===== src/design/tbcr_tile_idx.sv =====
module tbcr_tile_idx #(
    parameter int TILE_SIZE = 8,
    parameter int MAP_SIDE  = 16,
    parameter int FRAC_BITS = 4,
    parameter int CW        = 19
) (
    input  logic                        i_clk,
    input  logic signed [CW-1:0]        i_coord,
    output logic [$clog2(MAP_SIDE)-1:0] o_tile
);
    localparam int IW   = $clog2(MAP_SIDE);
    localparam int XW   = $clog2(MAP_SIDE * TILE_SIZE);
    localparam int LW   = $clog2(TILE_SIZE);
    localparam int SH   = XW + LW;
    localparam int RECIP = ((1 << SH) + TILE_SIZE - 1) / TILE_SIZE;
    localparam int XMAX  = (MAP_SIDE - 1) * TILE_SIZE;
    localparam logic signed [CW-1:0] NEG_TS = CW'(-TILE_SIZE);
    localparam logic signed [CW-1:0] XMAX_S = CW'(XMAX);
    localparam logic [XW:0]          RECIP_V = (XW + 1)'(RECIP);
    localparam logic [IW-1:0]        TMAX = IW'(MAP_SIDE - 1);
    localparam logic [IW-1:0]        TONE = IW'(1);

    logic signed [CW-1:0] pix;
    logic [XW-1:0]        x_clamp;
    logic [2*XW:0]        r_prod;
    logic                 r_neg;
    logic                 r_far_neg;
    logic [IW-1:0]        quot;

    // Floor to whole pixels, then clamp so the quotient stays inside the map.
    assign pix     = i_coord >>> FRAC_BITS;
    assign x_clamp = (pix > XMAX_S) ? XW'(XMAX) : pix[XW-1:0];

    // Divide by the tile size as a multiply by its reciprocal.
    always_ff @(posedge i_clk) begin
        r_prod    <= x_clamp * RECIP_V;
        r_neg     <= pix[CW-1];
        r_far_neg <= (pix <= NEG_TS);
    end

    assign quot = r_prod[SH +: IW];

    // Truncating divide toward zero, one-tile offset, clamp to the map.
    always_comb begin
        if (r_far_neg) begin
            o_tile = '0;
        end else if (r_neg) begin
            o_tile = TONE;
        end else if (quot >= TMAX) begin
            o_tile = TMAX;
        end else begin
            o_tile = quot + TONE;
        end
    end
endmodule


===== config.mk =====
export PLATFORM = sky130hd
export DESIGN_NAME = tbcr_tile_idx
export DESIGN_NICKNAME = d
export VERILOG_FILES = /design/src/design/tbcr_tile_idx.sv
export SDC_FILE = /design/constraint.sdc
export NUM_CORES = 1
export LEC_CHECK = 0
export ABC_CLOCK_PERIOD_IN_PS = 2000
export BUFFER_PORTS_ARGS = -buffer_cell sky130_fd_sc_hd__buf_2
export CORE_AREA = 2 2 39 41
export DETAILED_ROUTE_END_ITERATION = 10
export DIE_AREA = 0 0 41 43
export GPL_TIMING_DRIVEN = 0
export SYNTH_ARGS = -nofsm -noshare
export SYNTH_HDL_FRONTEND = slang
export SYNTH_SLANG_ARGS = --single-unit

===== constraint.sdc =====
create_clock -name i_clk -period 2 [get_ports i_clk]
set_input_delay 0.4 -clock i_clk [delete_from_list [all_inputs] [get_ports i_clk]]
set_output_delay 0.4 -clock i_clk [all_outputs]
set_load 0.02 [all_outputs]

**Word level (Yosys, flattened, before mapping)**

Cells that the tools add are included.

- Register bits after elaboration: 9
- Bits of input ports: 20

- Order comparisons: 3
- Add/subtract/negate cells: 1
- Mux-type cells: 3

Operator list:

| kind | number |
|---|---|
| $gt 15x8->1 const B | 1 |
| $le 15x4->1 const B | 1 |
| $mux 4 | 3 |
| $add 4x1->4 const B | 1 |
| $ge 4x4->1 const B | 1 |

**Logic depth before layout (Yosys ltp)**

- Word-level depth: 4
- Depth in mapped cells: 3

**Worst setup path before layout**

Ideal clock, no wire load.

- Path kind: flip-flop to output port
- Start: register r_prod[10]
- End: output port o_tile[3]
- Setup slack: 0.360 ns
- Arrival time: 1.240 ns
- Buffers on the path: 0
- Cell stages (with the launch flop): 4
- Cells stage by stage: dfxtp_1 -> ha_1 -> nor3_1 -> a2111oi_2

- Longest elaborated chain between the ends: 4
- Elaborated cells between the ends (all ways): 5
- Those cells by class: add/sub: 1; order compare: 1; mux: 3

RTL lines:

| item | line | text |
|---|---|---|
| from (decl) | 25 | `logic [2*XW:0] r_prod;` |
| from (signal assigned) | 36 | `r_prod <= x_clamp * RECIP_V;` |
| $add 4x1->4 or $ge 4x4->1 (tied branches) | 52, 49 |  |
| $mux 4 (*) | 49 | `end else if (quot >= TMAX) begin` |
| $mux 4 (*) | 47 | `end else if (r_neg) begin` |
| $mux 4 (*) | 45 | `if (r_far_neg) begin` |
| to (decl) | 9 | `output logic [$clog2(MAP_SIDE)-1:0] o_tile` |

Mark *: on every way between the ends. The rest lies on a longest branch, timed or not.

**Worst setup path after layout**

Same ends and word-level chain as after synthesis.

==> impl_metrics.yaml <==
run_status:
  status: "completed"
sta:
  totalNegativeSetupSlack_ns: 0
  relSlewSlack_pct: 83.7
  layout_min_cycle_time_ns: 1.86
  finalHoldViolations: 0
  worst_pin_slew_ns: 0.244
  timing.final.crit_share_pct: 93.2
  setup_viol: 0
  drv_slew: 0
  rsz0062_at_grt: "false"
  clock.fmax_mhz: 537
cells_and_area:
  final_layout_size_suffix_gt1_share_pct: 47.2
  diodes: 0
  syn2layout_area_growth_pct: 47.6
  final_cells: 69
  nNetsFinal: 76
  multi_input_area_um2: 161
  n_fill_cell: 146
  regArea_um2: 120
  fin_util_pct: 30.8
clock_tree:
  postCtsSetupRepairBufs: 0
  clock_path_buffers: 2
  htreeDepth: 1
  clk_pin_slew_ns: 0.04
  cts_buffers: 3
  clkSinkCount: 6
  cts.repair.resized: 0
  cts_hold_buf: 0
  root_buffer: "clkbuf_4"
  tritoncts: "yes"
power_and_ir_drop:
  p_leak_nw: 0.199
  cellPowerDensity_nw_per_um2: 684
  ir_drop_uv: 325
setup_path:
  cp_slowest_stage_delay_ns: 0.38
  worst_setup_path_end_kind: "output pin"
  worstPathRequired_ns: 1.60
  crit_start: "r_prod[10]"
  worstPathMaxFanout: 5
  start_kind: "flop"
  cp_cell_sequence: "ha_1, nor3_1, a2111oi_2, buf_2"
  cp_slowest_cell: "dfxtp_1"
  cp.arrival_ns: 1.46
  worstSetupPathType: "reg2out"
  critical_path_buf_inv_count: 1
  crit_family: "flip-flops"
logic_synthesis:
  yosysSeqAreaShare_pct: 41.6
  synth_cell_types: 16
  yosys_register_bits: 6
  avgSynthCellArea_um2: 9.32
  syn_nets: 52
  syn_area_um2: 289
  ys_warn_count: 0
  syn_inst: 31
route:
  drt_pre_antenna_iters: 2
  wl_per_cell_um: 8.84
  totalWireLength_um: 610
  vias: 324
  drc_errors: 0
  first_iter_violations: 1
  antenna_left: 0
  routed_via_density: 4.70
place:
  hpwlAfterDp_um: 556
  port_buffers: 19
  dp.cells: 66
  routabilityCongestion: 0.667
grt:
  grt_overflow_total: 0
  antenna_found_initial: 0
  grt_max_degree: 6
  grt_pass1_wl_um: 1160
  groute.usage.overall_pct: 10.0
  grt_pass1_vias: 314
floorplan:
  rows: 14
  io_pins: 24
  coreArea_um2: 1380
  dieArea_um2: 1760
  die_x_um: 41
  start_util_pct: 20.9
  die_h_um: 43
flow_run:
  drv_cap: 0
worst_hold_path:
  hp-class: "in2reg"
  hp-start: "i_coord[18]"
-- sequential cells by signal, summed over array words and instances, names as in the netlist --
name and count:
r_neg 1, r_far_neg 1, r_prod 4
-- metal layers --
layer | up-vias | track usage [%] | part of all wire, %
met5 | - | 0 | 0
met4 | 0 | 10.0 | 1.5
met3 | 2 | 2.09 | 11
met2 | 19 | 15.9 | 56
met1 | 136 | 9.65 | 32
li1 | 167 | - | -
-- synth_stat cells --
master | count | share of area [%]
dfxtp_1 | 6 | 42
or2_1 | 4 | 8.7
a31oi_1 | 3 | 6.5
nand4_1 | 3 | 6.5
nor3_1 | 3 | 5.2
inv_1 | 2 | 2.6
a2111oi_2 | 1 | 5.2
a21oi_1 | 1 | 1.7
ha_1 | 1 | 4.3
nand3_1 | 1 | 1.7
nand3_2 | 1 | 3.5
nor2_1 | 1 | 1.3
nor4_2 | 1 | 4.3
o21ai_0 | 1 | 1.7
o31a_1 | 1 | 3.0
or3_1 | 1 | 2.2
-- cell families (layout without fill, tap and decap cells) --
| logic type | after synthesis | after routing | synth area share [%] |
|---|---|---|---|
| and+or+nand+nor | 15 | 15 | 33.3 |
| AOI/OAI and AO/OA | 7 | 7 | 18.2 |
| DFF | 6 | 6 | 41.6 |
| buffers and inverters | 2 | 24 | 2.60 |
| adders and majority gates | 1 | 1 | 4.33 |
-- stage by stage --
| stage | setup WS [ns] | power (mW) | hold WS (ns) | cell area (um^2) |
|---|---|---|---|---|
| 2_1_floorplan | 0.360 | 0.162 | 0.428 | 289 |
| 3_3_place_gp | 0.382 | 0.188 | 0.538 | 404 |
| 6_report | 0.137 | 0.292 | 0.295 | 427 |
| 4_1_cts | 0.0990 | 0.299 | 0.284 | 427 |
| 3_5_place_dp | 0.357 | 0.189 | 0.536 | 404 |
| 5_1_grt | 0.0410 | 0.313 | 0.287 | 427 |
-- path summary, 6_finish.rpt --
kind / endpoint / depth (start not counted)
max: o_tile[3] / 4
min: r_neg / 1
-- cells in the final DEF, fill, tap and decap left out --
| cell | instances |
|---|---|
| nor3_1 | 3 |
| or3_1 | 1 |
| buf_2 | 19 |
| o31a_1 | 1 |
| nor2_1 | 1 |
| clkbuf_4 | 3 |
| o21ai_0 | 1 |
| nor4_2 | 1 |
| dfxtp_1 | 6 |
| nand3_2 | 1 |
| a31oi_1 | 3 |
| or2_1 | 4 |
| nand3_1 | 1 |
| inv_1 | 2 |
| a21oi_1 | 1 |
| a2111oi_2 | 1 |
| nand4_1 | 3 |
| ha_1 | 1 |
-- cell type report --
| type | instances | area share, % |
|---|---|---|
| multi-input combinational | 23 | 37.8 |
| timing repair buffer | 19 | 22.3 |
| sequential | 6 | 28.2 |
| clock buffer | 3 | 5.28 |
| inverter | 2 | 1.76 |
| tap | 16 | 4.69 |
-- report_power, final --
part           total, mW  internal, mW  switching [mW]
registers          0.134         0.127         0.00670
logic             0.0526        0.0259          0.0267
clock network      0.106        0.0675          0.0380
total              0.292         0.220          0.0714
Note: power is estimated with default switching activity, not from simulation.
