<file path="config.mk">
export PLATFORM = sky130hd
export DESIGN_NAME = tbcr_ram
export DESIGN_NICKNAME = d
export VERILOG_FILES = /design/src/design/tbcr_ram.sv
export SDC_FILE = /design/constraint.sdc
export NUM_CORES = 1
export LEC_CHECK = 0
export BUFFER_PORTS_ARGS = -buffer_cell sky130_fd_sc_hd__buf_2
export CAP_MARGIN = 20
export CORE_ASPECT_RATIO = 1.75
export CORE_UTILIZATION = 40
export DETAILED_ROUTE_END_ITERATION = 6
export GPL_TIMING_DRIVEN = 0
export PLACE_DENSITY = 0.62
export SYNTH_ARGS = -nofsm -noshare
export SYNTH_HDL_FRONTEND = slang
export SYNTH_SLANG_ARGS = --single-unit
</file>
<file path="constraint.sdc">
create_clock -name i_clk -period 6.3 [get_ports i_clk]
set_clock_uncertainty 0.2 [all_clocks]
set_input_delay 0.315 -clock i_clk [delete_from_list [all_inputs] [get_ports i_clk]]
set_output_delay 0.315 -clock i_clk [all_outputs]
set_load 0.005 [all_outputs]
</file>
<file path="src/design/tbcr_ram.sv">
module tbcr_ram #(
    parameter int WIDTH = 1,
    parameter int DEPTH = 256
) (
    input  logic                     i_clk,
    input  logic                     i_we,
    input  logic [$clog2(DEPTH)-1:0] i_waddr,
    input  logic [WIDTH-1:0]         i_wdata,
    input  logic [$clog2(DEPTH)-1:0] i_raddr,
    output logic [WIDTH-1:0]         o_rdata
);
    logic [WIDTH-1:0] r_mem [DEPTH];
    logic [WIDTH-1:0] r_rdata;

    // One write port, one registered read port.
    always_ff @(posedge i_clk) begin
        if (i_we) begin
            r_mem[i_waddr] <= i_wdata;
        end
        r_rdata <= r_mem[i_raddr];
    end

    assign o_rdata = r_rdata;
endmodule

</file>
# [Yosys cells after proc, flatten, opt, wreduce, memory -nomap -nowiden]
# Memories as Yosys holds them, arrays and structs flattened. A register that Yosys moved wholly into a read port is not among the register bits.
# Index checks and enable logic that the tools add are counted.
[totals] mem_count=1 mem_bits_rw=256 regBits=0 word_cells=3 output_inout_bits=1
[op_classes] n_mux=2
[memory_table] memory="r_mem" words=256 width=1 rd=1 rd_ports_with_merged_regs=1 wr=1 line="12" text="logic [WIDTH-1:0] r_mem [DEPTH];"
[op_table] operator="1-bit two-way mux" n=2

# [Depth between registers and ports, before layout]
# Gate-level depths: netlist of run 1.
[depth] depth_word=2 depth_mapped=10 ltp_nobuf=6

# [Worst setup path before layout of run 1]
# OpenSTA, ideal clock, no wires.
[synth_timing] path_kind="input -> register" startpoint="input i_raddr[0]" endpoint="register r_rdata, in the netlist o_rdata, read port of r_mem" setup_ns=0.129 stages=8 slack_ns=4.010 t_arrival_ns=1.961 n_path_buf=2 cell_sequence="buf_6 > buf_6 > mux4_2 > mux4_2 > mux2i_1 > o22ai_1 > a21oi_1 > a22oi_1"
[synth_lines] item="start: declaration" line="9" text="input logic [$clog2(DEPTH)-1:0] i_raddr,"
[synth_lines] item="end: declaration" line="13" text="logic [WIDTH-1:0] r_rdata;"

==> impl_metrics.csv, run 1 <==
group,metric,value,unit
final_layout,syn_to_final_growth,12.3,%
floorplan,boundaryPins,20,
yosys,synth_seq_area_share,69.3,%
yosys,syn-num-nets,807,
clocking,cts_sinks,257,
clocking,cts_resized,0,
sta,tns,0,ns
yosys,syn_area,11100,um2
power,swShare,21.1,%
yosys,synth-seq-cells,257,
worst_setup_path,reg2reg_from,"r_mem[207]",
yosys,synthCells,788,
final_layout,instances_no_fill,1216,
power,cellPowerDensity,286,nW/um2
yosys,synth_edf_count,256,
grt,grt_pass1_wl,42.4,mm
floorplan,die_w,128,um
placed_design,io_buffer_count,17,
final_layout,fill_cells,2465,
power,p_total,0.00357,W
routing,firstDrtPassIters,5,
yosys,synth.distinct_cells,35,
placed_design,post-place-cells,1175,
floorplan,start_util,40.7,%
power,intPower,0.00282,W
power,comb_power_share,5.6,%
outcome,status,"finished clean",
job,maxCapViolations,0,
yosys,avgSynthCellArea,14.1,um2
clocking,hold_buffers,0,
sta,slew_headroom,31.9,%
floorplan,die_area,28500,um2
routing,route.detailed.drc,0,
sta,drv_slew,0,
placed_design,gp_congestion,0.797,
hold_path,hp-class,"in -> reg",
worst_setup_path,cp_max_fo,10,
sta,finalCritPeriodShare,45.5,%
grt,grt_pass1_vias,7002,
hold_path,hold_end,"o_rdata",
worst_setup_path,critical_path_class,"in -> reg",
floorplan,row_count,80,
floorplan,die_h,223,um
grt,gr-total-overflow,0,
worst_setup_path,critPathLaunchType,"input port",
final_layout,antenna_cells,0,
clocking,h-tree-depth,1,
routing,wirelength,28.4,mm
yosys,synth-main-ff-cell,"edfxtp_1",
clocking,cts_buffer_depth,3,
clocking,cts_setup_buffers,0,
final_layout,layout-drive-gt1-share,13.3,%
routing,viasPerCell,5.55,
routing,antenna_left,0,
power,power_frac_clock,41.7,%
power,p_sw,0.000753,W
clocking,numCtsBuffers,23,
routing,num_vias,6754,
power,p_leak,3.80,nW
sta,grt_setup_unrepaired,"no",
sta,max_freq,349,MHz
grt,antenna_found_initial,0,
sta,min_period,2.86,ns
routing,drt-wirelength-per-cell,23.3,um
sta,hold_viol,0,
final_layout,fin_area,12500,um2
worst_setup_path,end_kind,"register",
power,sequentialPowerShare,52.7,%
clocking,cts_tree,"built",
hold_path,hold_start,"i_raddr[7]",
worst_setup_path,reg2reg_slack,3.87,ns
clocking,clkLatencyLatePin,0.52,ns
placed_design,hpwl,19.1,mm
grt,grt_max_degree,132,
yosys,ys_warn_count,0,
clocking,clockRootBuffer,"clkbuf_16",
worst_setup_path,worstPathArrival,3.09,ns
final_layout,finalCoreUtilization,45.8,%
sta,setup_viol,0,
yosys,async_flop_share,0,%
placed_design,place_area,11700,um2
power,vdd_ir_drop_max,0.207,mV
hold_path,whs_path_depth,3,
worst_setup_path,cp.required,6.53,ns
worst_setup_path,rr_worst_depth,6,
grt,track_usage,20.7,%
routing,drt_iter0_drc,459,
floorplan,core_area,27300,um2
clocking,cts.clk_slew.worst_paths,0.07,ns
final_layout,nNetsFinal,850,
worst_setup_path,reg2reg_to,"o_rdata",
sta,worst_pin_slew,1.02,ns
[logic make-up (layout without fill, tap and decap cells)]
kind of cell | after synthesis | count (layout) | share of synthesized area (%)
AO/OA/AOI/OAI | 50 | 50 | 3.11
buffers and inverters | 57 | 116 | 2.50
flip-flops | 257 | 257 | 69.3
multiplexers | 94 | 94 | 13.2
AND/OR/NAND/NOR | 330 | 330 | 11.9
[registers in the layout, summed over array words and instances, names as in the netlist]
name     cells
o_rdata      1
r_mem      256
[cell usage after synthesis, types with 6 or more instances]
cell / n / area share [%]
mux4_2: 42 / 8.5
a22o_1: 6 / 0.47
o22ai_1: 23 / 1.3
nand3_1: 12 / 0.54
nand2_1: 23 / 0.78
buf_2: 6 / 0.27
mux2i_1: 51 / 4.6
a22oi_1: 8 / 0.54
nor2b_1: 9 / 0.51
nor2_1: 268 / 9.0
clkbuf_1: 39 / 1.3
edfxtp_1: 256 / 69
[routing by layer]
| metal | share of wire (%) | track usage [%] | vias to the layer above |
|---|---|---|---|
| met5 | 0 | 0 | - |
| li1 | - | - | 2997 |
| met2 | 55 | 39.0 | 223 |
| met1 | 36 | 23.1 | 3463 |
| met3 | 4.3 | 1.61 | 71 |
| met4 | 4.4 | 9.64 | 0 |
[how the worst max path moves through the flow]
stage                     from         end  slack (ns)  cells after the start
floorplan           i_raddr[0]     o_rdata        4.01                      8
global placement       i_wdata  r_mem[158]        2.40                      1
detailed placement  i_raddr[0]     o_rdata        2.95                      8
CTS                 i_raddr[0]     o_rdata        3.48                      8
global route        i_raddr[0]     o_rdata        3.29                      8
finish              i_raddr[0]     o_rdata        3.44                      8
[stage by stage]
step                hold slack, ns  setup slack [ns]
finish                      0.0642              3.44
floorplan                    0.214              4.01
CTS                         0.0401              3.48
detailed placement           0.508              2.95
global route                0.0916              3.29
global placement             0.521              2.40
[worst max-delay path: stages]
cell,delay [ns]
buf_6,0.13
buf_6,0.17
buf_4,0.22
nor2_1,0.76
a22oi_1,0.27
a2111oi_0,0.82
a311oi_1,0.12
a22oi_1,0.28
[power groups by stage]
stage / clock, W / sequential, W / combinational, W
2_1_floorplan: 0 / 0.00192 / 0.000112
3_5_place_dp: 0 / 0.00192 / 0.000201
3_3_place_gp: 0 / 0.00193 / 0.000196
5_1_grt: 0.00155 / 0.00188 / 0.000214
6_report: 0.00149 / 0.00188 / 0.000201
4_1_cts: 0.00150 / 0.00188 / 0.000202
[placed cells by master, fill, tap and decap left out, types with 2 or more instances in the layout]
master,synthesis,layout
a2111oi_0,2,2
a21oi_1,2,2
a22o_1,6,6
a22oi_1,8,8
a311oi_1,2,2
a31oi_1,3,3
buf_2,6,22
buf_4,5,5
buf_6,5,6
bufinv_16,0,4
clkbuf_1,39,42
clkbuf_16,0,23
clkbuf_8,0,3
clkinv_1,0,2
clkinv_2,0,3
clkinvlp_4,0,3
edfxtp_1,256,256
mux2i_1,51,51
mux4_2,42,42
nand2_1,23,23
nand3_1,12,12
nand3b_1,3,3
nor2_1,268,268
nor2b_1,9,9
nor3_1,3,3
nor4_1,5,5
o21ai_0,2,2
o22ai_1,23,23
[area by class of cell]
class	count	area, um2	share of cell area (%)
clock inverters	12	165	1.32
repair buffers	18	119	0.951
inverters	1	3.75	0.0300
multi-input cells	474	3140	25.1
flip-flops and latches	257	7710	61.6
plain buffers	56	274	2.19
well taps	369	462	3.69
clock buffers	29	628	5.02
Note: power is estimated with default switching activity, not from simulation.
==> run 2: changes to the inputs <==
==> constraint.sdc (replaced) <==
create_clock -name i_clk -period 2.66 [get_ports i_clk]
set_clock_uncertainty 0.2 [all_clocks]
set_input_delay 0.133 -clock i_clk [delete_from_list [all_inputs] [get_ports i_clk]]
set_output_delay 0.133 -clock i_clk [all_outputs]
set_load 0.005 [all_outputs]
==> run 2 against run 1 <==
- the flow now finishes with violations (negative hold slack)
- via count is 0.13% higher
- clock power increased by 140%
- die area unchanged
- clock-buffer cell count is the same
- critical path type unchanged
- final area is 0.18% higher
- setup slack got worse by 3.2 ns
- global-route usage hardly changed
- largest power group unchanged
- sequential cell count unchanged
==> impl_metrics.csv, run 2 (same netlist as run 1, synthesis figures left out) <==
group,metric,value,unit
sta,hold_viol,1,
sta,slew_headroom,30.6,%
worst_setup_path,critPathLaunchType,"input port",
sta,worst_pin_slew,1.04,ns
clocking,cts.clk_slew.worst_paths,0.07,ns
routing,firstDrtPassIters,5,
hold_path,whs_path_depth,1,
sta,whs,-0.00141,ns
worst_setup_path,reg2reg_from,"r_mem[207]",
final_layout,final_cell_mix,"nor2_1 (267), edfxtp_1 (256), mux2i_1 (51)",
floorplan,row_count,80,
grt,gr-total-overflow,0,
routing,wirelength,28.4,mm
sta,setup_ws,0.188,ns
placed_design,io_buffer_count,17,
placed_design,gp_congestion,0.797,
sta,min_period,2.47,ns
placed_design,hpwl,19.1,mm
placed_design,dp_slack,-0.506,ns
worst_setup_path,cp_max_fo,10,
power,p_total,0.00847,W
worst_setup_path,reg2reg_slack,0.24,ns
sta,drv_slew,0,
power,cellPowerDensity,676,nW/um2
worst_setup_path,end_kind,"register",
worst_setup_path,rr_worst_depth,6,
final_layout,largest-register,"r_mem",
outcome,status,"complete, but fails checks",
sta,grt_setup_unrepaired,"no",
power,vdd_ir_drop_max,0.491,mV
grt,grt_pass1_wl,42.4,mm
hold_path,hold_end,"r_mem[233]",
clocking,numCtsBuffers,23,
floorplan,die_h,223,um
final_layout,syn_to_final_growth,12.5,%
routing,viasPerCell,5.55,
grt,grt_pass1_vias,7015,
final_layout,layout-drive-gt1-share,13.4,%
worst_setup_path,worstPathArrival,2.70,ns
grt,antenna_found_initial,0,
routing,drt_iter0_drc,494,
grt,grt_max_degree,132,
worst_setup_path,critPathSlowestCell,"nor2b_1",
power,p_leak,3.81,nW
worst_setup_path,worstPathCellList,"buf_2, clkbuf_1, nor2b_1, a22o_1, nor4_1, a2111oi_0, a21oi_1, a22oi_1",
routing,antenna_left,0,
clocking,cts_setup_buffers,0,
clocking,clkLatencyLatePin,0.52,ns
clocking,cts_buffer_depth,3,
final_layout,largest_reg_flops,256,
floorplan,boundaryPins,20,
clocking,cts_tree,"built",
hold_path,hp-class,"in -> reg",
hold_path,hold_start,"i_wdata",
final_layout,nNetsFinal,852,
final_layout,antenna_cells,0,
floorplan,start_util,40.7,%
worst_setup_path,critical_path_class,"in -> reg",
outcome,violations,"negative hold slack",
job,maxCapViolations,0,
grt,track_usage,20.7,%
clocking,h-tree-depth,1,
clocking,cts_sinks,257,
sta,finalCritPeriodShare,92.9,%
floorplan,die_area,28500,um2
worst_setup_path,reg2reg_to,"o_rdata",
sta,max_freq,404,MHz
worst_setup_path,cp.required,2.89,ns
floorplan,die_w,128,um
final_layout,fill_cells,2462,
routing,drt-wirelength-per-cell,23.3,um
final_layout,final_common_cell,"nor2_1",
clocking,clockRootBuffer,"clkbuf_16",
routing,route.detailed.drc,0,
sta,setup_viol,0,
routing,num_vias,6763,
worst_setup_path,max_stage_delay,0.64,ns
floorplan,core_area,27300,um2
## run 2: cell types whose count changed in the layout (fill, tap and decap cells not counted), sizes merged
cell / delta
dlygate4sd3: +2
## run 2: layer usage
layer	track usage (%)	up-vias	part of all wire (%)
met4	9.72	0	4.3
met3	1.64	72	4.6
met5	0	-	0
met2	39.0	248	55
met1	23.1	3440	36
li1	-	3003	-
## run 2: report_power, final
part | switching [W] | internal (W)
Clock | 0.00146 | 0.00206
Combinational | 0.000318 | 0.000161
Sequential | 0.00000238 | 0.00446
## run 2: layout make-up
type	count	area, um2	share of cell area, %
multi-input combinational	474	3150	25.1
inverter	1	3.75	0.0300
clock buffer	29	628	5.01
tap	369	462	3.69
timing repair buffer	20	139	1.11
buffer	56	274	2.19
sequential	257	7710	61.5
clock inverter	12	165	1.32
## run 2: how the worst max path moves through the flow
stage                from    endpoint  slack (ns)  cells past startpoint
2_1_floorplan  i_raddr[0]     o_rdata        0.55                      8
3_3_place_gp      i_wdata  r_mem[159]       -1.06                      1
3_5_place_dp   i_raddr[0]     o_rdata       -0.51                      8
4_1_cts        i_raddr[0]     o_rdata        0.02                      8
5_1_grt        i_raddr[3]     o_rdata        0.03                      8
6_report       i_raddr[3]     o_rdata        0.19                      8
## run 2: repair_timing
action,CTS,global route
endpoints found under the hold margin,1,0
resized for setup,0,1
hold buffers,2,0
setup endpoints to repair,0,1
## run 2: per-stage QoR
step	instances	utilization (%)	area, um2	setup TNS (ns)
5_1_grt	1218	45.8	12500	0
6_report	1218	45.8	12500	0
3_3_place_gp	1174	42.7	11700	-263.82
2_1_floorplan	788	-	11100	0
4_1_cts	1218	45.8	12500	0
3_5_place_dp	1175	42.8	11700	-0.506
## run 2: worst max-delay path, delay by kind of cell
family | cells | cell delay, ns
buffers and inverters | 2 | 0.74
AOI/OAI and AO/OA | 4 | 1.15
and+or+nand+nor | 2 | 0.70
