`src/design/tbcr_pkg.sv`:
```
package tbcr_pkg;

    // Action codes carried by an input request.
    localparam logic ACT_WRITE   = 1'b0;
    localparam logic ACT_RESOLVE = 1'b1;

    // Input request: a tile write or a box to resolve.
    typedef struct packed {
        logic               action;
        logic        [3:0]  tile_col;
        logic        [3:0]  tile_row;
        logic               solid;
        logic signed [15:0] box_x;
        logic signed [15:0] box_y;
        logic        [11:0] box_w;
        logic        [11:0] box_h;
    } t_in_req;

    // Result request: resolved position and hit flag.
    typedef struct packed {
        logic signed [15:0] new_x;
        logic signed [15:0] new_y;
        logic               hit;
    } t_out_req;

    // Which side of the tile center the box center lies on, per axis.
    typedef struct packed {
        logic before_x;
        logic before_y;
    } t_side;

endpackage

```
`src/design/tbcr_ovl.sv`:
```
module tbcr_ovl #(
    parameter int TILE_SIZE = 8,
    parameter int MAP_SIDE  = 16,
    parameter int FRAC_BITS = 4,
    parameter int CW        = 19
) (
    input  logic                        i_clk,
    input  logic                        i_load,
    input  logic                        i_step,
    input  logic [$clog2(MAP_SIDE)-1:0] i_col,
    input  logic [$clog2(MAP_SIDE)-1:0] i_row,
    input  logic signed [CW-1:0]        i_bx,
    input  logic signed [CW-1:0]        i_by,
    input  logic signed [CW-1:0]        i_bxe,
    input  logic signed [CW-1:0]        i_bye,
    input  logic signed [CW:0]          i_cx2,
    input  logic signed [CW:0]          i_cy2,
    output logic signed [CW-1:0]        o_tx,
    output logic signed [CW-1:0]        o_ty,
    output logic signed [CW-1:0]        o_ow,
    output logic signed [CW-1:0]        o_oh,
    output tbcr_pkg::t_side             o_side
);
    import tbcr_pkg::*;

    localparam int TILE_FX = TILE_SIZE * (1 << FRAC_BITS);
    localparam logic signed [CW-1:0] TFX_S  = CW'(TILE_FX);
    localparam logic signed [CW:0]   TFX_S2 = (CW + 1)'(TILE_FX);

    logic signed [CW-1:0] r_tx;
    logic signed [CW-1:0] r_ty;
    logic signed [CW-1:0] txe;
    logic signed [CW-1:0] tye;
    logic signed [CW-1:0] ox0;
    logic signed [CW-1:0] ox1;
    logic signed [CW-1:0] oy0;
    logic signed [CW-1:0] oy1;
    logic signed [CW:0]   tx2c;
    logic signed [CW:0]   ty2c;
    logic signed [CW-1:0] r_ow;
    logic signed [CW-1:0] r_oh;
    t_side                r_side;

    // Tile origin: column c starts one tile left of c times the tile size.
    always_ff @(posedge i_clk) begin
        if (i_load) begin
            r_tx <= CW'((int'(i_col) - 1) * TILE_FX);
            r_ty <= CW'((int'(i_row) - 1) * TILE_FX);
        end
    end

    // Overlap extents of the box with the tile on both axes.
    assign txe  = r_tx + TFX_S;
    assign tye  = r_ty + TFX_S;
    assign ox0  = (i_bx > r_tx) ? i_bx : r_tx;
    assign ox1  = (i_bxe < txe) ? i_bxe : txe;
    assign oy0  = (i_by > r_ty) ? i_by : r_ty;
    assign oy1  = (i_bye < tye) ? i_bye : tye;
    assign tx2c = $signed({r_tx, 1'b0}) + TFX_S2;
    assign ty2c = $signed({r_ty, 1'b0}) + TFX_S2;

    always_ff @(posedge i_clk) begin
        if (i_step) begin
            r_ow            <= ox1 - ox0;
            r_oh            <= oy1 - oy0;
            r_side.before_x <= (i_cx2 < tx2c);
            r_side.before_y <= (i_cy2 < ty2c);
        end
    end

    assign o_tx   = r_tx;
    assign o_ty   = r_ty;
    assign o_ow   = r_ow;
    assign o_oh   = r_oh;
    assign o_side = r_side;
endmodule
```
`config.mk`:
```
export PLATFORM = sky130hd
export DESIGN_NAME = tbcr_ovl
export DESIGN_NICKNAME = d
export VERILOG_FILES = /design/src/design/tbcr_pkg.sv /design/src/design/tbcr_ovl.sv
export SDC_FILE = /design/constraint.sdc
export NUM_CORES = 1
export LEC_CHECK = 0
export ABC_AREA = 1
export ABC_CLOCK_PERIOD_IN_PS = 5600
export BUFFER_PORTS_ARGS = -buffer_cell sky130_fd_sc_hd__buf_4
export CAP_MARGIN = 30
export CELL_PAD_IN_SITES_DETAIL_PLACEMENT = 1
export CELL_PAD_IN_SITES_GLOBAL_PLACEMENT = 2
export CORE_AREA = 8 8 220 117
export CTS_BUF_LIST = sky130_fd_sc_hd__clkbuf_4
export DETAILED_ROUTE_END_ITERATION = 6
export DIE_AREA = 0 0 228 125
export PLACE_DENSITY_LB_ADDON = 0.1
export SYNTH_ARGS = -nofsm -noshare
export SYNTH_HDL_FRONTEND = slang
export SYNTH_SLANG_ARGS = --single-unit
```
`constraint.sdc`:
```
create_clock -name i_clk -period 5.6 [get_ports i_clk]
set_clock_uncertainty 0.15 [all_clocks]
set_input_delay 0.28 -clock i_clk [delete_from_list [all_inputs] [get_ports i_clk]]
set_output_delay 0.28 -clock i_clk [all_outputs]
set_load 0.1 [all_outputs]
```
-- Yosys cells after proc, flatten, opt, wreduce, memory -nomap -nowiden
Cells that the tools add are included.
- flip-flop bits (word level): 64
- input port bits: 127
- add/subtract/negate cells: 8
- magnitude comparators: 6
- multiplexer cells: 4
- operator list (operator ; count):
    $mux 19 ; 4
    $add 20x9->20 const B ; 2
    $lt 20x20->1 ; 2
    $add 19x9->19 const B ; 2
    $gt 19x19->1 ; 2
    $lt 19x19->1 ; 2
    $sub 19x19->19 ; 2
    $sub 4x1->5 const B ; 2

-- Logic depth before layout (Yosys ltp)
Gate-level depths: netlist (run 1).
- depth in word-level cells: 4
- gate-level depth with buffers: 26
- gate-level depth less buffers: 25

-- Worst setup path before layout (run 1)
Ideal clock, no wire load.
- path kind: reg-to-reg
- start: register r_ty[17], in the netlist o_ty[17]
- end: register r_oh[18], in the netlist o_oh[18] (data pin)
- path buffers: 1
- cell stages (with the launch flop): 22
- data required time: 5.197 ns
- arrival time: 4.319 ns
- path slack: 0.877 ns
- clock period less this slack: 4.723 ns
- cell sequence: edfxtp_1 > inv_1 > ha_1 > nand2_1 > inv_2 > nand2_2 > nor2_2 > nand2_2 > nand3_2 > nand2_1 > nand3_2 > buf_6 > nand2_8 > a21boi_0 > ha_1 > nand2_1 > nor2_1 > nand2_1 > o311ai_0 > inv_1 > nand3_1 > nand2_1
- cells in the longest elaborated chain, start to end: 4
- elaborated cells between the ends (all ways): 6
- those cells by class: 2 x add/sub; 2 x order compare; 2 x mux
- RTL lines (what ; line ; RTL):
    start: declaration ; tbcr_ovl.sv:31 ; logic signed [CW-1:0] r_ty;
    start signal: assignment ; tbcr_ovl.sv:48 ; r_ty <= CW'((int'(i_row) - 1) * TILE_FX);
    $add 19x9->19 ; tbcr_ovl.sv:54 ; assign tye = r_ty + TFX_S;
    $lt 19x19->1 ; tbcr_ovl.sv:58 ; assign oy1 = (i_bye < tye) ? i_bye : tye;
    $mux 19 ; tbcr_ovl.sv:58 ;
    $sub 19x19->19 (*) ; tbcr_ovl.sv:65 ; r_oh <= oy1 - oy0;
    end signal: assignment ; tbcr_ovl.sv:65 ;
    end: declaration ; tbcr_ovl.sv:41 ; logic signed [CW-1:0] r_oh;
Mark *: on every way between the ends. The rest lies on a longest branch, timed or not.
A chain may end at the register's enable or synchronous reset.

-- Worst setup path in the final report (run 1)
- start: register r_tx[8], in the netlist o_tx[8]
- end: register r_ow[16], in the netlist o_ow[16] (data pin)
- cells in the longest elaborated chain, start to end: 4
- elaborated cells between the ends (all ways): 6
- those cells by class: 2 x add/sub; 2 x order compare; 2 x mux
- RTL lines (what ; line ; RTL):
    start: declaration ; tbcr_ovl.sv:30 ; logic signed [CW-1:0] r_tx;
    start signal: assignment ; tbcr_ovl.sv:47 ; r_tx <= CW'((int'(i_col) - 1) * TILE_FX);
    $add 19x9->19 ; tbcr_ovl.sv:53 ; assign txe = r_tx + TFX_S;
    $lt 19x19->1 ; tbcr_ovl.sv:56 ; assign ox1 = (i_bxe < txe) ? i_bxe : txe;
    $mux 19 ; tbcr_ovl.sv:56 ;
    $sub 19x19->19 (*) ; tbcr_ovl.sv:64 ; r_ow <= ox1 - ox0;
    end signal: assignment ; tbcr_ovl.sv:64 ;
    end: declaration ; tbcr_ovl.sv:40 ; logic signed [CW-1:0] r_ow;
Marked as above.

==> results.md, run 1 <==
| Metric | Reported |
|:---|:---|
| Sw Ratio | 59.97% |
| Area enclosed by the die boundary | 28500 um2 |
| Area of the core | 23020 um2 |
| Fraction of registers with async set or reset after synthesis | 0% |
| Vias in the first global route | 6507 |
| N_diodes | 0 |
| Post-synthesis instance area | 6424 um2 |
| Root buffer cell | sky130_fd_sc_hd__clkbuf_4 |
| Number of enable-type register cells in the synthesized netlist | 50 |
| Post-placement setup slack | 0.4349 ns |
| Wire length reported by the detailed router | 23960 um |
| Number of nets in the layout | 1300 |
| Unrepaired setup endpoints after global routing | false |
| Clock share of power | 8.3% |
| Most used flip-flop cell after synthesis | sky130_fd_sc_hd__edfxtp_1 |
| Post-Synthesis Mean Instance Area | 7.300 um2 |
| Quantity of I/O buffers inserted on ports | 176 |
| Maximum clock insertion buffer count | 2 |
| Hold violation total from the final report | 0 |
| Required time at the worst-slack endpoint | 5.68 ns |
| HPWL after DPL | 21080 um |
| Mapped Cells | 880 |
| Drt first pass iters | 4 |
| Area growth from synthesis to layout | 27.27% |
| Initial cell density of the core | 27.90% |
| List of cells traversed by the critical path | nand3_1, o21ai_1, ha_1, a21oi_1, o21ai_0, a21oi_2, nand3_1, and2_4, inv_2, nand2_1, ha_1, fa_1, o21ai_1, a21boi_1, o21bai_2, nand3_1, nand2_1, xor2_1 |
| Transition time of the tightest slew-check pin | 0.6796 ns |
| Maximum number of pins on one net before global-route repair | 41 |
| TritonCTS clock tree | built |
| Largest cells by area after synthesis | sky130_fd_sc_hd__edfxtp_1 (23%), sky130_fd_sc_hd__ha_1 (22%), sky130_fd_sc_hd__nand2_1 (13%) |
| Register share of total power | 18.6% |
| Count of endpoints failing setup in the final report | 0 |
| ANT nets after route | 0 |
| Routability congestion estimate | 0.8287 |
| Critical path launch point type | register |
| Number of maximum-capacitance violations | 0 |
| Switching power | 2.107 mW |
| Pwr dens | 429.8 nW/um2 |
| Final core occ | 35.51% |
| Clk_lat worst skew | 0.46 ns |
| Crit path max fanout | 14 |
| Average detailed-routed wire length per instance | 17.42 um |
| Outcome | finished clean |
| CTS Sinks | 50 |
| Combinational share of power | 73.1% |
| Unique cell type count in the Yosys netlist | 39 |
| Wire length of the first global-routing pass | 37420 um |
| Maximum vdd drop | 0.2767 mV |
| Flops & latches, synth | 50 |
| Worst min-delay path class | in -> reg |
| Sequential area share after synthesis | 23.37% |
| WP buf/inv | 1 |
| Internal power summed over all cells | 1.406 mW |
| Maximum achievable frequency | 0.1996 GHz |
| Fraction of final layout cells sized beyond drive strength 1 | 20.57% |
| Total clock buffers created by CTS | 5 |
| Drc violations | 0 |
| Std-Cell Rows | 40 |
| Relative slew slack | 54.64% |
| Most frequent cells after synthesis | sky130_fd_sc_hd__nand2_1 (225), sky130_fd_sc_hd__inv_1 (130), sky130_fd_sc_hd__ha_1 (112) |
| Critical path capture point type | register |
| Die span in x | 228 um |
| Overall Global Routing Usage | 16.61% |
| Number of vias after detailed routing | 6276 |
| DIE HEIGHT | 125 um |
| Critical Setup Path Class | reg -> reg |
| Top cell type by total area after synthesis | sky130_fd_sc_hd__edfxtp_1 |
| Total leakage power | 4.284 nW |
| Synth Warn # | 0 |
| Share of Yosys cell area claimed by the top area cell type | 23.37% |
| Number of max-slew violations in the final report | 0 |
| Final cycle utilization of the critical path | 89.48% |
| Accumulated negative setup slack | 0 ns |
| Post-route minimum period | 5.011 ns |
| Clock transition at path regs | 0.18 ns |
| Worst Slack Setup Final | 0.5891 ns |
| CP top delay family | compound AO/OA/AOI/OAI gates |
| Number of antenna violations at the first check in global routing | 0 |
| Most frequent cell after synthesis | sky130_fd_sc_hd__nand2_1 |
| Most common cell on crit path | sky130_fd_sc_hd__nand3_1 |
| Number of H-tree levels | 2 |
| Max stage delay cell, worst path | sky130_fd_sc_hd__o21ai_1 |
| Remaining global-route overflow | 0 |
| Arrival time at the worst endpoint | 5.10 ns |
| Via density | 4.564 |
| First DRT Iteration DRCs | 287 |
| Io pins | 205 |
| Largest stage delay, worst path | 0.51 ns |
| Tightest hold margin | 0.06910 ns |
## power groups by stage
stage,combinational [mW],sequential [mW],clock [mW]
CTS,2.58,0.656,0.310
detailed placement,2.57,0.665,0
finish,2.57,0.653,0.293
global route,2.77,0.668,0.316
global placement,2.56,0.667,0
floorplan,1.02,1.58,0
## final timing paths
kind	cells after the start	slack, ns	from	end
worst max-delay path	18	0.59	o_tx[8]	o_ow[16]
worst max register to register	18	0.59	o_tx[8]	o_ow[16]
worst min-delay path	4	0.07	i_row[1]	o_ty[10]
worst min register to register	5	0.90	o_ty[17]	o_oh[18]
## state kept, by name, indices dropped and copies added, names as in the netlist
name / flops
o_tx: 5
o_oh: 19
o_side: 2
o_ty: 5
o_ow: 19
## through the flow
| stage | area (um2) | total power [mW] | instances |
|---|---|---|---|
| 2_1_floorplan | 6472 | 2.599 | 893 |
| 6_report | 8175 | 3.514 | 1375 |
| 5_1_grt | 8175 | 3.750 | 1375 |
| 3_5_place_dp | 7975 | 3.233 | 1357 |
| 4_1_cts | 8157 | 3.547 | 1373 |
| 3_3_place_gp | 7975 | 3.223 | 1357 |
## worst reg2reg max path, delay by kind of cell (launching register included)
family,cells,cell delay [ns]
adder cells (fa/ha/maj),3,1.11
AO/OA/AOI/OAI,7,1.82
AND/OR/NAND/NOR,6,0.93
flip-flops,1,0.49
buffers and inverters,1,0.24
XOR/XNOR,1,0.07
## area by class of cell
class,count,area [um2]
fill,2893,14850
timing repair buffer,195,1484
clock buffer,5,37.54
clock inverter,3,63.81
multi-input combinational,673,4188
inverter,134,506.7
sequential,50,1501
tap,315,394.1
## cell families (layout without fill, tap and decap cells)
logic type / after synthesis / after routing / share of synthesized area [%]
other: 1 / 14 / 0.05838
buffers and inverters: 170 / 337 / 12.19
flip-flops: 50 / 50 / 23.37
AND/OR/NAND/NOR: 357 / 357 / 23.57
AO/OA/AOI/OAI: 146 / 146 / 12.64
XOR/XNOR: 42 / 42 / 5.727
adder cells (fa/ha/maj): 114 / 114 / 22.44
## layout by cell type, fill, tap and decap left out, types with 17 or more instances in the layout
cell,n
sky130_fd_sc_hd__edfxtp_1,50
sky130_fd_sc_hd__nor2_1,55
sky130_fd_sc_hd__buf_4,187
sky130_fd_sc_hd__ha_1,112
sky130_fd_sc_hd__a21oi_1,63
sky130_fd_sc_hd__xor2_1,28
sky130_fd_sc_hd__nand2_1,225
sky130_fd_sc_hd__nand3_1,41
sky130_fd_sc_hd__o21ai_0,41
sky130_fd_sc_hd__o21ai_1,17
sky130_fd_sc_hd__inv_1,129
## layer usage
layer	routed length [um]	vias to the layer above	global-route usage, %
met4	120	0	1.803
met2	8377	118	20.88
met1	14310	2905	27.74
met3	1149	10	3.702
li1	-	3243	-
met5	0	-	0
## what timing repair did
item,4_1_cts,5_1_grt
resized for setup,0,2
setup buffers,0,2
hold buffers,8,0
setup endpoints to repair,0,1
endpoints found under the hold margin,18,0
No activity file was read; power rests on OpenSTA's default activity.
==> run 2, diff against run 1 <==
--- a/config.mk
+++ b/config.mk
@@ -15,7 +15,9 @@
 export CTS_BUF_LIST = sky130_fd_sc_hd__clkbuf_4
 export DETAILED_ROUTE_END_ITERATION = 6
 export DIE_AREA = 0 0 228 125
-export PLACE_DENSITY_LB_ADDON = 0.1
+export PLACE_DENSITY_LB_ADDON = 0.05
+export REMOVE_ABC_BUFFERS = 1
+export SLEW_MARGIN = 20
 export SYNTH_ARGS = -nofsm -noshare
 export SYNTH_HDL_FRONTEND = slang
 export SYNTH_SLANG_ARGS = --single-unit
==> run 2 against run 1 <==
Compared with the run above: setup slack worse by 0.014 ns; combinational power about the same; register-to-register slack hardly changed; flip-flop and latch count is the same; critical path depth fell by 1; via count shrank 2.2%; cell area shrank 0.55%; first-iteration DRC count fell by 10%; non-clock buffer count did not move; largest cell class unchanged; critical endpoint is now o_ow[10].
==> results.md, run 2 (synthesized netlist as in run 1, its figures left out) <==
| Metric | Reported | Delta |
|:---|:---|:---|
| Outcome | finished clean |  |
| Clock transition at path regs | 0.19 ns | about the same |
| Fraction of final layout cells sized beyond drive strength 1 | 20.66% | +0.094 points |
| Commonest non-fill, non-tap cell in the layout | sky130_fd_sc_hd__nand2_1 |  |
| Overall Global Routing Usage | 16.41% | -0.20 points |
| Total clock buffers created by CTS | 5 | unchanged |
| Reg-to-reg endpoint | o_ow[10] |  |
| CTS Sinks | 50 | unchanged |
| Cell Area, Placed | 7998 um2 | +0.28% |
| Wire length reported by the detailed router | 24010 um | +0.23% |
| Die span in x | 228 um | unchanged |
| Unrepaired setup endpoints after global routing | false |  |
| Worst min-delay path class | in -> reg |  |
| Average detailed-routed wire length per instance | 17.46 um | +0.23% |
| Worst reg2reg path depth | 17 | -1 |
| Std-Cell Rows | 40 | unchanged |
| Area enclosed by the die boundary | 28500 um2 | unchanged |
| Drt first pass iters | 5 | +1 |
| HPWL after DPL | 21190 um | +0.48% |
| Arrival time at the worst endpoint | 5.05 ns | -0.05 ns |
| Initial cell density of the core | 27.90% | unchanged |
| Final cycle utilization of the critical path | 89.74% | +0.26 points |
| Fillcell total | 2899 | +0.21% |
| Hold wc startpoint | i_row[1] |  |
| Maximum number of pins on one net before global-route repair | 41 | unchanged |
| Count of endpoints failing setup in the final report | 0 | unchanged |
| Relative slew slack | 54.46% | -0.19 points |
| Tightest hold margin | 0.1025 ns | +0.03338 ns |
| Quantity of I/O buffers inserted on ports | 176 | unchanged |
| Drc violations | 0 | unchanged |
| Number of H-tree levels | 2 | unchanged |
| Maximum clock insertion buffer count | 2 | unchanged |
| Number of nets in the layout | 1300 | unchanged |
| Critical path capture point type | register |  |
| TritonCTS clock tree | built |  |
| N_diodes | 0 | unchanged |
| Terminating pin of the worst hold path | o_ty[10] |  |
| Routability congestion estimate | 0.7998 | -3.5% |
| RR Startpoint | o_tx[8] |  |
| Required time at the worst-slack endpoint | 5.62 ns | -0.06 ns |
| Number of antenna violations at the first check in global routing | 2 | +2 |
| Maximum vdd drop | 0.3358 mV | +21% |
| Critical path launch point type | register |  |
| DIE HEIGHT | 125 um | unchanged |
| Hold-critical path depth | 4 | unchanged |
| Io pins | 205 | unchanged |
| Maximum achievable frequency | 0.1990 GHz | -0.29% |
| Number of buffers added for setup after CTS | 0 | unchanged |
| Area growth from synthesis to layout | 26.57% |  |
| Number of maximum-capacitance violations | 0 | unchanged |
| Final design instance area without fill | 8130 um2 | -0.55% |
| Accumulated negative setup slack | 0 ns | unchanged |
| Transition time of the tightest slew-check pin | 0.6760 ns | -0.003617 ns |
| Number of max-slew violations in the final report | 0 | unchanged |
| Area of the core | 23020 um2 | unchanged |
| Critical Setup Path Class | reg -> reg |  |
| Number of vias after detailed routing | 6138 | -2.2% |
| Pwr dens | 422.1 nW/um2 | -1.8% |
| Via density | 4.464 | -2.2% |
| Vias in the first global route | 6178 | -5.1% |
| Total leakage power | 4.267 nW | -0.40% |
| Clk_lat worst skew | 0.42 ns | -0.04 ns |
| First DRT Iteration DRCs | 258 | -10% |
| Root buffer cell | sky130_fd_sc_hd__clkbuf_4 |  |
| ANT nets after route | 0 | unchanged |
| Crit path max fanout | 14 | unchanged |
| Wire length of the first global-routing pass | 36890 um | -1.4% |
| Overall Power | 3.431 mW | -2.3% |
| Hold violation total from the final report | 0 | unchanged |
| Minimum setup slack among reg-to-reg paths | 0.57 ns | about the same |
| Most frequent cells in the layout | sky130_fd_sc_hd__nand2_1 (225), sky130_fd_sc_hd__buf_4 (188), sky130_fd_sc_hd__inv_1 (130) |  |
| Remaining global-route overflow | 0 | unchanged |
| Post-route minimum period | 5.025 ns | +0.01441 ns |
run 2: area by class of cell:
| type | count | area, um2 | share of cell area, % |
|---|---|---|---|
| timing repair buffer | 195 | 1481 | 18.22 |
| multi-input combinational | 673 | 4188 | 51.51 |
| clock inverter | 3 | 25.02 | 0.3078 |
| inverter | 134 | 503.0 | 6.187 |
| tap | 315 | 394.1 | 4.848 |
| clock buffer | 5 | 37.54 | 0.4617 |
| sequential | 50 | 1501 | 18.47 |
run 2: routing by layer:
layer  vias to the layer above  global-route usage [%]  routed length (um)
met5                         -                       0                  27
met4                         4                   1.503                 152
met3                        10                   4.853                1348
met2                       122                   19.73                8015
met1                      2759                   27.50               14470
li1                       3243                       -                   -
run 2: worst max-delay path, stage by stage (launching register included):
cell and delay [ns]:
sky130_fd_sc_hd__edfxtp_1 0.41, sky130_fd_sc_hd__nand3_1 0.24, sky130_fd_sc_hd__o21ai_0 0.63, sky130_fd_sc_hd__ha_1 0.39
sky130_fd_sc_hd__a21oi_1 0.14, sky130_fd_sc_hd__o21ai_0 0.13, sky130_fd_sc_hd__a21oi_2 0.26, sky130_fd_sc_hd__nand3_1 0.10
sky130_fd_sc_hd__and2_4 0.23, sky130_fd_sc_hd__inv_2 0.23, sky130_fd_sc_hd__nand2_1 0.09, sky130_fd_sc_hd__ha_1 0.25
sky130_fd_sc_hd__fa_1 0.49, sky130_fd_sc_hd__o21ai_1 0.26, sky130_fd_sc_hd__a21boi_1 0.20, sky130_fd_sc_hd__o21bai_2 0.27
sky130_fd_sc_hd__a21oi_1 0.13, sky130_fd_sc_hd__xnor2_1 0.17
run 2: power breakdown:
part           switching, mW  internal [mW]  total [mW]
Combinational           1.91          0.660        2.57
Sequential            0.0453          0.607       0.652
Clock                  0.155         0.0515       0.207
Total                   2.11           1.32        3.43
run 2: through the flow:
stage / util [%] / std cells / worst slack [ns]
5_1_grt: 35.32 / 1375 / 0.2102
4_1_cts: 35.32 / 1375 / 0.5796
3_3_place_gp: 34.74 / 1360 / 0.7093
6_report: 35.32 / 1375 / 0.5747
2_1_floorplan: - / 857 / -5.071
3_5_place_dp: 34.74 / 1360 / 0.6461
run 2: worst max path at each step:
| stage | from | endpoint | slack [ns] | cells past startpoint |
|---|---|---|---|---|
| 2_1_floorplan | o_ty[17] | o_oh[18] | -5.07 | 22 |
| 3_3_place_gp | o_tx[7] | o_ow[18] | 0.71 | 20 |
| 3_5_place_dp | o_tx[8] | o_ow[10] | 0.65 | 17 |
| 4_1_cts | o_tx[8] | o_ow[10] | 0.58 | 17 |
| 5_1_grt | o_tx[8] | o_ow[18] | 0.21 | 20 |
| 6_report | o_tx[8] | o_ow[10] | 0.57 | 17 |
run 2: timing repair:
item	in CTS	in global routing
resized for setup	0	0
hold buffers	7	0
hold endpoints to repair	18	0
